--- src/rtl/utrb_pkg.sv ---
package utrb_pkg;

  // Opcodes of an input transaction.
  localparam logic [1:0] OP_HOST_WR  = 2'd0;
  localparam logic [1:0] OP_TX_READY = 2'd1;
  localparam logic [1:0] OP_RX_BYTE  = 2'd2;
  localparam logic [1:0] OP_HOST_RD  = 2'd3;

  // Commands from the controller to the datapath.
  typedef struct packed {
    logic capture;  // latch the transaction and read both ring heads
    logic execute;  // update the rings and load the result register
  } utrb_cmd_t;

endpackage

--- src/rtl/utrb_ctrl.sv ---
module utrb_ctrl (
  input  logic                clk,
  input  logic                rst_n,
  input  logic                in_valid,
  output logic                in_ready,
  output logic                out_valid,
  input  logic                out_ready,
  output utrb_pkg::utrb_cmd_t cmd
);
  import utrb_pkg::*;

  typedef enum logic {
    ST_IDLE,
    ST_EXEC
  } state_t;

  state_t state_r;
  state_t state_nxt;
  logic   out_valid_r;
  logic   out_valid_nxt;
  logic   res_free;

  // The result register can take a new transaction when empty or being drained.
  assign res_free = !out_valid_r || out_ready;

  always_comb begin
    state_nxt     = state_r;
    out_valid_nxt = out_valid_r;
    cmd.capture   = 1'b0;
    cmd.execute   = 1'b0;
    if (out_valid_r && out_ready) begin
      out_valid_nxt = 1'b0;
    end
    unique case (state_r)
      ST_IDLE: begin
        if (in_valid) begin
          cmd.capture = 1'b1;
          state_nxt   = ST_EXEC;
        end
      end
      ST_EXEC: begin
        if (res_free) begin
          cmd.execute   = 1'b1;
          out_valid_nxt = 1'b1;
          state_nxt     = ST_IDLE;
        end
      end
      default: begin
        state_nxt = ST_IDLE;
      end
    endcase
  end

  // State and the registered result valid.
  always_ff @(posedge clk) begin
    if (!rst_n) begin
      state_r     <= ST_IDLE;
      out_valid_r <= 1'b0;
    end else begin
      state_r     <= state_nxt;
      out_valid_r <= out_valid_nxt;
    end
  end

  assign in_ready  = (state_r == ST_IDLE);
  assign out_valid = out_valid_r;

endmodule

--- src/rtl/utrb_dp.sv ---
module utrb_dp #(
  parameter int TX_DEPTH = 16,
  parameter int RX_DEPTH = 16,
  parameter int TX_CW    = $clog2(TX_DEPTH + 1),
  parameter int RX_CW    = $clog2(RX_DEPTH + 1)
) (
  input  logic                clk,
  input  logic                rst_n,
  input  utrb_pkg::utrb_cmd_t cmd,
  input  logic [1:0]          in_opcode,
  input  logic [7:0]          in_data_byte,
  input  logic                in_framing_error,
  input  logic                in_overrun_error,
  output logic                out_tx_valid,
  output logic [7:0]          out_tx_byte,
  output logic [7:0]          out_read_byte,
  output logic                out_read_framing_flag,
  output logic                out_read_overrun_flag,
  output logic                out_framing_event,
  output logic                out_overrun_event,
  output logic                out_receive_error_event,
  output logic                out_tx_ready_enable,
  output logic [TX_CW-1:0]    out_tx_space_left,
  output logic [RX_CW-1:0]    out_rx_entries,
  output logic                out_refused
);
  import utrb_pkg::*;

  localparam int TX_AW = $clog2(TX_DEPTH);
  localparam int RX_AW = $clog2(RX_DEPTH);

  // Ring stores.
  logic [7:0] tx_mem [TX_DEPTH];
  logic [7:0] rx_mem [RX_DEPTH];
  logic [1:0] rxs_mem [RX_DEPTH];

  // Ring pointers, counts and the transmit enable.
  logic [TX_AW-1:0] tx_wr_ptr_r, tx_wr_ptr_nxt;
  logic [TX_AW-1:0] tx_rd_ptr_r, tx_rd_ptr_nxt;
  logic [TX_CW-1:0] tx_free_r, tx_free_nxt;
  logic             tx_en_r, tx_en_nxt;
  logic [RX_AW-1:0] rx_wr_ptr_r, rx_wr_ptr_nxt;
  logic [RX_AW-1:0] rx_rd_ptr_r, rx_rd_ptr_nxt;
  logic [RX_CW-1:0] rx_fill_r, rx_fill_nxt;

  // Captured transaction and registered ring head reads.
  logic [1:0] op_r;
  logic [7:0] data_r;
  logic       ferr_r;
  logic       oerr_r;
  logic [7:0] tx_head_r;
  logic [7:0] rx_head_r;
  logic [1:0] rxs_head_r;

  // Result of the transaction being executed.
  logic       tx_we;
  logic       rx_we;
  logic       res_tx_valid;
  logic [7:0] res_tx_byte;
  logic [7:0] res_read_byte;
  logic       res_rd_ferr;
  logic       res_rd_oerr;
  logic       res_fev;
  logic       res_oev;
  logic       res_err;
  logic       res_refused;

  // Result registers.
  logic             tx_valid_r;
  logic [7:0]       tx_byte_r;
  logic [7:0]       read_byte_r;
  logic             rd_ferr_r;
  logic             rd_oerr_r;
  logic             fev_r;
  logic             oev_r;
  logic             err_r;
  logic             en_out_r;
  logic [TX_CW-1:0] space_r;
  logic [RX_CW-1:0] entries_r;
  logic             refused_r;

  // Capture the transaction and read both ring heads.
  always_ff @(posedge clk) begin
    if (cmd.capture) begin
      op_r       <= in_opcode;
      data_r     <= in_data_byte;
      ferr_r     <= in_framing_error;
      oerr_r     <= in_overrun_error;
      tx_head_r  <= tx_mem[tx_rd_ptr_r];
      rx_head_r  <= rx_mem[rx_rd_ptr_r];
      rxs_head_r <= rxs_mem[rx_rd_ptr_r];
    end
  end

  // Decode the transaction and compute the next ring state.
  always_comb begin
    tx_wr_ptr_nxt = tx_wr_ptr_r;
    tx_rd_ptr_nxt = tx_rd_ptr_r;
    tx_free_nxt   = tx_free_r;
    tx_en_nxt     = tx_en_r;
    rx_wr_ptr_nxt = rx_wr_ptr_r;
    rx_rd_ptr_nxt = rx_rd_ptr_r;
    rx_fill_nxt   = rx_fill_r;
    tx_we         = 1'b0;
    rx_we         = 1'b0;
    res_tx_valid  = 1'b0;
    res_tx_byte   = 8'd0;
    res_read_byte = 8'd0;
    res_rd_ferr   = 1'b0;
    res_rd_oerr   = 1'b0;
    res_fev       = 1'b0;
    res_oev       = 1'b0;
    res_err       = 1'b0;
    res_refused   = 1'b0;
    unique case (op_r)
      OP_HOST_WR: begin
        tx_en_nxt = 1'b1;
        if (tx_free_r == '0) begin
          res_refused = 1'b1;
        end else begin
          tx_we         = 1'b1;
          tx_wr_ptr_nxt = (tx_wr_ptr_r == TX_AW'(TX_DEPTH - 1)) ? '0 : tx_wr_ptr_r + 1'b1;
          tx_free_nxt   = tx_free_r - 1'b1;
        end
      end
      OP_TX_READY: begin
        if (tx_free_r != TX_CW'(TX_DEPTH)) begin
          res_tx_valid  = 1'b1;
          res_tx_byte   = tx_head_r;
          tx_rd_ptr_nxt = (tx_rd_ptr_r == TX_AW'(TX_DEPTH - 1)) ? '0 : tx_rd_ptr_r + 1'b1;
          tx_free_nxt   = tx_free_r + 1'b1;
        end else begin
          // Nothing left to send: stop asking for transmitter-ready events.
          tx_en_nxt = 1'b0;
        end
      end
      OP_RX_BYTE: begin
        res_fev = ferr_r;
        res_oev = oerr_r;
        if (ferr_r || oerr_r) begin
          res_err = 1'b1;
        end else if (rx_fill_r == RX_CW'(RX_DEPTH)) begin
          res_refused = 1'b1;
        end else begin
          rx_we         = 1'b1;
          rx_wr_ptr_nxt = (rx_wr_ptr_r == RX_AW'(RX_DEPTH - 1)) ? '0 : rx_wr_ptr_r + 1'b1;
          rx_fill_nxt   = rx_fill_r + 1'b1;
        end
      end
      OP_HOST_RD: begin
        if (rx_fill_r == '0) begin
          res_refused = 1'b1;
        end else begin
          res_read_byte = rx_head_r;
          res_rd_ferr   = rxs_head_r[0];
          res_rd_oerr   = rxs_head_r[1];
          rx_rd_ptr_nxt = (rx_rd_ptr_r == RX_AW'(RX_DEPTH - 1)) ? '0 : rx_rd_ptr_r + 1'b1;
          rx_fill_nxt   = rx_fill_r - 1'b1;
        end
      end
      default: begin
        res_refused = 1'b0;
      end
    endcase
  end

  // Ring store writes.
  always_ff @(posedge clk) begin
    if (cmd.execute && tx_we) begin
      tx_mem[tx_wr_ptr_r] <= data_r;
    end
    if (cmd.execute && rx_we) begin
      rx_mem[rx_wr_ptr_r]  <= data_r;
      rxs_mem[rx_wr_ptr_r] <= {oerr_r, ferr_r};
    end
  end

  // Pointers, counts and enable.
  always_ff @(posedge clk) begin
    if (!rst_n) begin
      tx_wr_ptr_r <= '0;
      tx_rd_ptr_r <= '0;
      tx_free_r   <= TX_CW'(TX_DEPTH);
      tx_en_r     <= 1'b0;
      rx_wr_ptr_r <= '0;
      rx_rd_ptr_r <= '0;
      rx_fill_r   <= '0;
    end else if (cmd.execute) begin
      tx_wr_ptr_r <= tx_wr_ptr_nxt;
      tx_rd_ptr_r <= tx_rd_ptr_nxt;
      tx_free_r   <= tx_free_nxt;
      tx_en_r     <= tx_en_nxt;
      rx_wr_ptr_r <= rx_wr_ptr_nxt;
      rx_rd_ptr_r <= rx_rd_ptr_nxt;
      rx_fill_r   <= rx_fill_nxt;
    end
  end

  // Result register, loaded once per transaction.
  always_ff @(posedge clk) begin
    if (cmd.execute) begin
      tx_valid_r  <= res_tx_valid;
      tx_byte_r   <= res_tx_byte;
      read_byte_r <= res_read_byte;
      rd_ferr_r   <= res_rd_ferr;
      rd_oerr_r   <= res_rd_oerr;
      fev_r       <= res_fev;
      oev_r       <= res_oev;
      err_r       <= res_err;
      en_out_r    <= tx_en_nxt;
      space_r     <= tx_free_nxt;
      entries_r   <= rx_fill_nxt;
      refused_r   <= res_refused;
    end
  end

  assign out_tx_valid            = tx_valid_r;
  assign out_tx_byte             = tx_byte_r;
  assign out_read_byte           = read_byte_r;
  assign out_read_framing_flag   = rd_ferr_r;
  assign out_read_overrun_flag   = rd_oerr_r;
  assign out_framing_event       = fev_r;
  assign out_overrun_event       = oev_r;
  assign out_receive_error_event = err_r;
  assign out_tx_ready_enable     = en_out_r;
  assign out_tx_space_left       = space_r;
  assign out_rx_entries          = entries_r;
  assign out_refused             = refused_r;

endmodule

--- src/rtl/uart_tx_rx_ring_buffers_unit.sv ---
// Channel   Direction  Handshake                Payload
// in_       input      in_valid / in_ready      opcode, data byte, framing and overrun flags
// out_      output     out_valid / out_ready    transmit byte, read byte and flags, events,
//                                               enable, free and filled counts, refused
//
// Each transaction is handled in two steps: capture it and read both ring heads through
// the registered memory read ports, then update the rings and load the result register.
// A new transaction is accepted while the previous result still waits to be taken; its
// execute step waits until the result register is free.
// Reset clears pointers, counts and the transmit enable; ring contents are not cleared.
module uart_tx_rx_ring_buffers_unit #(
  parameter int TX_DEPTH = 16,
  parameter int RX_DEPTH = 16
) (
  input  logic                               clk,
  input  logic                               rst_n,
  input  logic                               in_valid,
  output logic                               in_ready,
  input  logic [1:0]                         in_opcode,
  input  logic [7:0]                         in_data_byte,
  input  logic                               in_framing_error,
  input  logic                               in_overrun_error,
  output logic                               out_valid,
  input  logic                               out_ready,
  output logic                               out_tx_valid,
  output logic [7:0]                         out_tx_byte,
  output logic [7:0]                         out_read_byte,
  output logic                               out_read_framing_flag,
  output logic                               out_read_overrun_flag,
  output logic                               out_framing_event,
  output logic                               out_overrun_event,
  output logic                               out_receive_error_event,
  output logic                               out_tx_ready_enable,
  output logic [$clog2(TX_DEPTH + 1)-1:0]    out_tx_space_left,
  output logic [$clog2(RX_DEPTH + 1)-1:0]    out_rx_entries,
  output logic                               out_refused
);
  import utrb_pkg::*;

  localparam int TX_CW = $clog2(TX_DEPTH + 1);
  localparam int RX_CW = $clog2(RX_DEPTH + 1);

  utrb_cmd_t cmd;

  // Sequencer for capture and execute.
  utrb_ctrl u_ctrl (
    .clk       (clk),
    .rst_n     (rst_n),
    .in_valid  (in_valid),
    .in_ready  (in_ready),
    .out_valid (out_valid),
    .out_ready (out_ready),
    .cmd       (cmd)
  );

  // Ring stores, pointers and result register.
  utrb_dp #(
    .TX_DEPTH (TX_DEPTH),
    .RX_DEPTH (RX_DEPTH),
    .TX_CW    (TX_CW),
    .RX_CW    (RX_CW)
  ) u_dp (
    .clk                     (clk),
    .rst_n                   (rst_n),
    .cmd                     (cmd),
    .in_opcode               (in_opcode),
    .in_data_byte            (in_data_byte),
    .in_framing_error        (in_framing_error),
    .in_overrun_error        (in_overrun_error),
    .out_tx_valid            (out_tx_valid),
    .out_tx_byte             (out_tx_byte),
    .out_read_byte           (out_read_byte),
    .out_read_framing_flag   (out_read_framing_flag),
    .out_read_overrun_flag   (out_read_overrun_flag),
    .out_framing_event       (out_framing_event),
    .out_overrun_event       (out_overrun_event),
    .out_receive_error_event (out_receive_error_event),
    .out_tx_ready_enable     (out_tx_ready_enable),
    .out_tx_space_left       (out_tx_space_left),
    .out_rx_entries          (out_rx_entries),
    .out_refused             (out_refused)
  );

  // A handed-over byte is never refused.
  a_txv_not_refused: assert property (@(posedge clk) disable iff (!rst_n)
    out_valid |-> !(out_tx_valid && out_refused))
    else $error("transmit byte handed over on a refused transaction");

  // Counts stay within the ring depths.
  a_counts_bounded: assert property (@(posedge clk) disable iff (!rst_n)
    out_valid |-> (out_tx_space_left <= TX_CW'(TX_DEPTH)) &&
                  (out_rx_entries <= RX_CW'(RX_DEPTH)))
    else $error("ring count beyond depth");

  // A discarded receive byte always carries at least one error event.
  a_err_has_cause: assert property (@(posedge clk) disable iff (!rst_n)
    out_valid && out_receive_error_event |-> (out_framing_event || out_overrun_event))
    else $error("receive error event without cause");

  // An accepted transaction occupies the block for its execute step.
  a_accept_busy: assert property (@(posedge clk) disable iff (!rst_n)
    in_valid && in_ready |=> !in_ready)
    else $error("input accepted during execute");

endmodule
--- config.mk ---
export PLATFORM = sky130hd
export DESIGN_NAME = uart_tx_rx_ring_buffers_unit
export DESIGN_NICKNAME = d
export VERILOG_FILES = /design/src/rtl/utrb_pkg.sv /design/src/rtl/utrb_ctrl.sv /design/src/rtl/utrb_dp.sv /design/src/rtl/uart_tx_rx_ring_buffers_unit.sv
export SDC_FILE = /design/constraint.sdc
export NUM_CORES = 1
export LEC_CHECK = 0
export CAP_MARGIN = 20
export CORE_MARGIN = 5
export CORE_UTILIZATION = 41
export CTS_CLUSTER_SIZE = 16
export DETAILED_ROUTE_END_ITERATION = 10
export DONT_BUFFER_PORTS = 1
export MAX_ROUTING_LAYER = met4
export RECOVER_POWER = 100
export SYNTH_ARGS = -nofsm -noshare
export SYNTH_HDL_FRONTEND = slang
export SYNTH_HIERARCHICAL = 1
export SYNTH_SLANG_ARGS = --single-unit
--- constraint.sdc ---
create_clock -name clk -period 7.87 [get_ports clk]
set_clock_uncertainty 0.05 [all_clocks]
set_input_delay 1.1805 -clock clk [delete_from_list [all_inputs] [get_ports clk]]
set_output_delay 1.1805 -clock clk [all_outputs]
set_load 0.01 [all_outputs]
==> Word level (Yosys, flattened, before mapping) <==
Memory sizes are Yosys's and may differ from the RTL's. A register that Yosys moved wholly into a read port is not among the register bits.
Cells that the tools add are included.
{ "word_totals": {"wordCells": 104, "register_bits": 75, "input_bits": 16, "mem_bits_rw": 288, "output_inout_bits": 36, "memories": 3} }
{ "mem_list": {"columns": ["name", "depth", "width", "read_ports", "rd_ports_with_merged_regs", "write_ports", "line_no", "source"], "rows": [
  ["u_dp.rx_mem", 16, 8, 1, 1, 1, "utrb_dp.sv:34", "logic [7:0] rx_mem [RX_DEPTH];"],
  ["u_dp.tx_mem", 16, 8, 1, 1, 1, "utrb_dp.sv:33", "logic [7:0] tx_mem [TX_DEPTH];"],
  ["u_dp.rxs_mem", 16, 2, 1, 1, 1, "utrb_dp.sv:35", "logic [1:0] rxs_mem [RX_DEPTH];"]
]} }
{ "op_classes": {"n_reduce_logical": 15, "bitwise_logic": 6, "add_sub_neg": 8, "eq_ne": 9, "n_mux": 38} }
{ "op_table": {"columns": ["operator", "n"], "rows": [
  ["$mux W5", 5],
  ["$mux W1", 24],
  ["$pmux W5 S2", 2],
  ["$add A4 B1 Y4 const B", 4],
  ["$eq A4 B4 Y1 const B", 4],
  ["$mux W4", 4],
  ["$add A5 B1 Y5 const B", 2],
  ["$logic_not A5 Y1", 2],
  ["$sub A5 B1 Y5 const B", 2],
  ["$reduce_and A3 Y1", 3],
  ["$not A1 Y1", 6],
  ["$eq A5 B5 Y1 const B", 1],
  ["$ne A5 B5 Y1 const B", 1],
  ["$eq A2 B2 Y1 const B", 2],
  ["$pmux W1 S2", 2],
  ["$reduce_and A4 Y1", 1],
  ["$logic_and A1 B1 Y1", 3],
  ["$pmux W1 S3", 1],
  ["$eq A2 B1 Y1 const B", 1],
  ["$logic_not A2 Y1", 1],
  ["$logic_or A1 B1 Y1", 2],
  ["$reduce_and A2 Y1", 1],
  ["$reduce_or A2 Y1", 1],
  ["$logic_not A1 Y1", 1]
]} }

==> Depth between registers and ports, before layout <==
{ "logic_depth": {"ltp_word": 7, "depth_mapped": 7, "ltp_nobuf": 6} }

==> Cells and area by module <==
Netlist, hierarchy kept.
{ "modules_own_cells": {"columns": ["module", "area_each_um2", "cells_per_inst", "n_inst"], "rows": [
  ["utrb_dp", 14936.8, 826, 1],
  ["utrb_ctrl", 102.6, 9, 1]
]} }

==> Worst setup path before layout <==
Ideal clock, no wire load.
{ "synth_timing": {"path_kind": "input to register", "startpoint": "input port out_ready", "endpoint": "memory u_dp.rx_mem[2][0] (enable)", "arrival_time_ns": 3.767, "cell_stages": 6, "path_slack_ns": 3.663, "t_required_ns": 7.430, "path_cell_list": "nand2b_4 > and2_1 > clkbuf_1 > buf_1 > nand3_1 > nor3_1"} }
{ "synth_rtl": {"columns": ["item", "line_no", "source"], "rows": [
  ["start, declared", "uart_tx_rx_ring_buffers_unit.sv:24", "input logic out_ready,"],
  ["end, declared", "utrb_dp.sv:34", null]
]} }

==> metrics.md <==
| Metric | Value |
|---|---|
| Post-synth top area cell | `edfxtp_1` |
| Peak supply drop | `0.000126 V` |
| Post-layout util | `45.7%` |
| Via count | `7442` |
| DP Area | `15600 um^2` |
| Cell area after synthesis | `15000 um^2` |
| Area contributors post-synth | `edfxtp_1 70%, mux4_2 11%, dfxtp_1 3.9%` |
| Worst reg2reg path depth | `5` |
| CP Depth | `5` |
| Crit-path slowest cell | `clkbuf_1` |
| Largest net degree at the start of global routing | `46` |
| Core Area | `36400 um^2` |
| Type of origin of the critical path | `input port` |
| Final Hold Vio Count | `0` |
| RSZ-0062 raised after global routing | `no` |
| Die height | `202 um` |
| DRC Markers | `0` |
| WL met2 | `14500 um` |
| H-tree depth | `2` |
| CTS sink cnt | `381` |
| # diodes | `0` |
| Crit-path max cell delay | `1.48 ns` |
| Pwr dens | `241 nW/um^2` |
| I/O pin total | `52` |
| Post-synth top cells | `352 x edfxtp_1, 72 x mux4_2, 63 x nor2_1, 36 x o22ai_1, 29 x dfxtp_1` |
| Vias in the first global route | `7531` |
| Post-synth top flop | `edfxtp_1` |
| Syn Area/Cell | `18.0 um^2` |
| Final Net Count | `879` |
| Worst slack, placed | `3.72 ns` |
| Number of synthesized flops with an enable pin | `352` |
| Cell Count, Final, Fillers Out | `1347` |
| Final count of pins violating max slew | `385` |
| Status | `complete, but fails checks` |
| Met3 WL | `1510 um` |
| Clk slew on worst S/H paths | `0.06 ns` |
| Worst Setup End Kind | `flop` |
| Final wirelength | `30900 um` |
| Post-CTS Setup Inserts | `0` |
| Port Buffers | `0` |
| WP buf/inv | `1` |
| Top delay family on crit path | `simple AND/OR/NAND/NOR gates` |
| Final setup TNS | `0 ns` |
| Initial drt markers | `590` |
| Tightest Pin Transition | `3.63 ns` |
| Worst Setup Path Type | `input port to flop` |
| Post-route ant nets | `0` |
| Max Used Layer | `met4` |
| Global-route wire length before repair | `47300 um` |
| Synth warn | `6` |
| Clk buf depth | `3` |
| Relative slew slack | `-142%` |
| FF+latch count, synth | `381` |
| Cts hold-fix bufs | `0` |
| Final period utilization | `67.0%` |
| Share of layout cells above drive strength 1 | `16.4%` |
| CP Max Fanout | `42` |
| Crit path arrival time | `5.37 ns` |
| R2r startpoint | `u_ctrl/out_valid$_SDFF_PN0_` |
| Critical Path End | `u_dp/rx_mem[15][2]$_DFFE_PP_` |
| HPWL after detailed placement | `19000 um` |
| Post-DR vias/cell | `5.52` |
| Num rows | `70` |
| GRT overflow | `0` |
| Syn_nets | `865` |
| Initial Util | `41.3%` |
| Leak pwr | `0.00511 uW` |
| Area Overhead vs Synth | `10.6%` |
| Async SR Flop Fraction | `0%` |
| Max Freq | `0.190 GHz` |
| Total GRT Usage | `15.6%` |
| Cells after Synth | `835` |
| Synth top area share | `70.3%` |
| Critical Path RT | `7.96 ns` |
| # fillers | `3082` |
| Most frequent cell after synthesis | `edfxtp_1` |
| 1st-pass router iterations | `5` |
| CTS Buf Count | `38` |
| Setup crit start | `out_ready` |
| R2R Path End | `u_dp/rx_mem[15][2]$_DFFE_PP_` |
| Final min period | `5.27 ns` |
| Seq/Total Area, Yosys | `74.1%` |
| GP Congestion | `0.846` |
| Met1 WL | `14400 um` |
| Post-synthesis cell type count | `68` |
| Design area | `16600 um^2` |
| Cts repair resizes | `0` |
| Die width | `202 um` |
| Worst hold-check path type | `flop to flop` |
| R2R Setup Slk | `2.92 ns` |
| Worst Slack Setup Final | `2.60 ns` |
| Max Cap Viol | `11` |
| CTS tree | `built` |
| Cells after DPL | `1273` |
| Setup violators final | `0` |
| Root Buffer | `clkbuf_16` |
| Clock Latency Late Sink | `0.53 ns` |
| Failing checks | `capacitance limit, slew limit` |
| Die area | `40600 um^2` |
| Initial antenna violation count | `0` |
| Routed WL per cell | `22.9 um` |
| Cell Chain, Critical Path | `nand2b_1 > and2_0 > clkbuf_1 > nand4_1 > nor2_1` |
## how the worst min path moves through the flow
stage	startpoint	endpoint	slack, ns	cells past startpoint
5_1_grt	u_dp/tx_en_r$_SDFFE_PN0P_	u_dp/tx_en_r$_SDFFE_PN0P_	0.45	2
3_5_place_dp	u_dp/tx_en_r$_SDFFE_PN0P_	u_dp/tx_en_r$_SDFFE_PN0P_	0.42	2
3_3_place_gp	u_dp/tx_en_r$_SDFFE_PN0P_	u_dp/tx_en_r$_SDFFE_PN0P_	0.41	2
2_1_floorplan	u_dp/tx_en_r$_SDFFE_PN0P_	u_dp/tx_en_r$_SDFFE_PN0P_	0.40	2
6_report	u_dp/tx_en_r$_SDFFE_PN0P_	u_dp/tx_en_r$_SDFFE_PN0P_	0.43	2
4_1_cts	u_dp/tx_en_r$_SDFFE_PN0P_	u_dp/tx_en_r$_SDFFE_PN0P_	0.43	2
## power breakdown
part           switching (uW)  leakage, uW  internal (uW)
clock                     721     0.000572            946
sequential               14.7      0.00344           2240
combinational            73.9      0.00110           23.8
## worst register-to-register path, stage by stage, from the launching register on
cell,delay [ns]
dfxtp_1,0.34
nand2b_1,0.13
and2_0,0.81
clkbuf_1,1.48
nand4_1,0.83
nor2_1,0.93
## logic make-up after synthesis
kind of cell | Yosys count | share of synthesized area (%)
flops | 381 | 74.1
simple gates | 186 | 6.53
compound gates | 102 | 4.57
mux | 80 | 11.3
buf+inv | 64 | 1.79
fa+ha+maj | 14 | 1.16
xor+xnor | 8 | 0.466
## per-stage QoR
step	total power, uW	hold slack, ns
after floorplan	2360	0.400
after global placement	2390	0.414
after detailed placement	2400	0.418
after CTS	4060	0.426
after global routing	4160	0.447
final	4020	0.426
## sequential cells by signal, summed over array words and instances (netlist names), 2 cells and up
register	count
u_dp/tx_free_r	5
u_dp/out_read_byte	8
u_dp/op_r	2
u_dp/tx_wr_ptr_r	4
u_dp/rxs_mem	32
u_dp/tx_head_r	8
u_dp/data_r	8
u_dp/rx_fill_r	5
u_dp/out_tx_space_left	5
u_dp/rx_mem	128
u_dp/rxs_head_r	2
u_dp/tx_rd_ptr_r	4
u_dp/rx_wr_ptr_r	4
u_dp/rx_rd_ptr_r	4
u_dp/rx_head_r	8
u_dp/out_rx_entries	5
u_dp/out_tx_byte	8
u_dp/tx_mem	128
## final cells by class
class,count,area (um^2),area share [%]
Clock buffer,46,1040,6.28
Tap cell,468,586,3.52
Multi-Input combinational cell,390,3580,21.5
Inverter,14,52.6,0.316
Clock inverter,24,115,0.692
Timing Repair Buffer,24,109,0.654
Sequential cell,381,11200,67.0
## placed cells by master (no fill, tap or decap), types with 4 or more instances in the layout
cell and instances:
buf_4 5, o21ai_0 15, xor2_1 4, nand2b_1 10
nand2_1 25, nand4_1 4, mux2i_1 5, nor3_1 17
clkinv_2 10, dfxtp_1 27, xnor2_1 4, a21oi_1 14
ha_1 14, and2_0 14, inv_1 14, clkinv_1 11
o22ai_1 36, clkbuf_1 24, and3_1 14, edfxtp_1 352
nand3_1 15, clkbuf_16 41, a211oi_1 4, mux4_2 72
a31oi_1 5, or2_2 4, nor2_1 63
## routing by layer
metal | vias to the layer above | GRT usage, %
li1 | 3370 | -
met1 | 3822 | 22.6
met2 | 207 | 23.4
met3 | 43 | 2.72
met4 | 0 | 3.61
met5 | - | -
(Power assumes the default switching activity.)
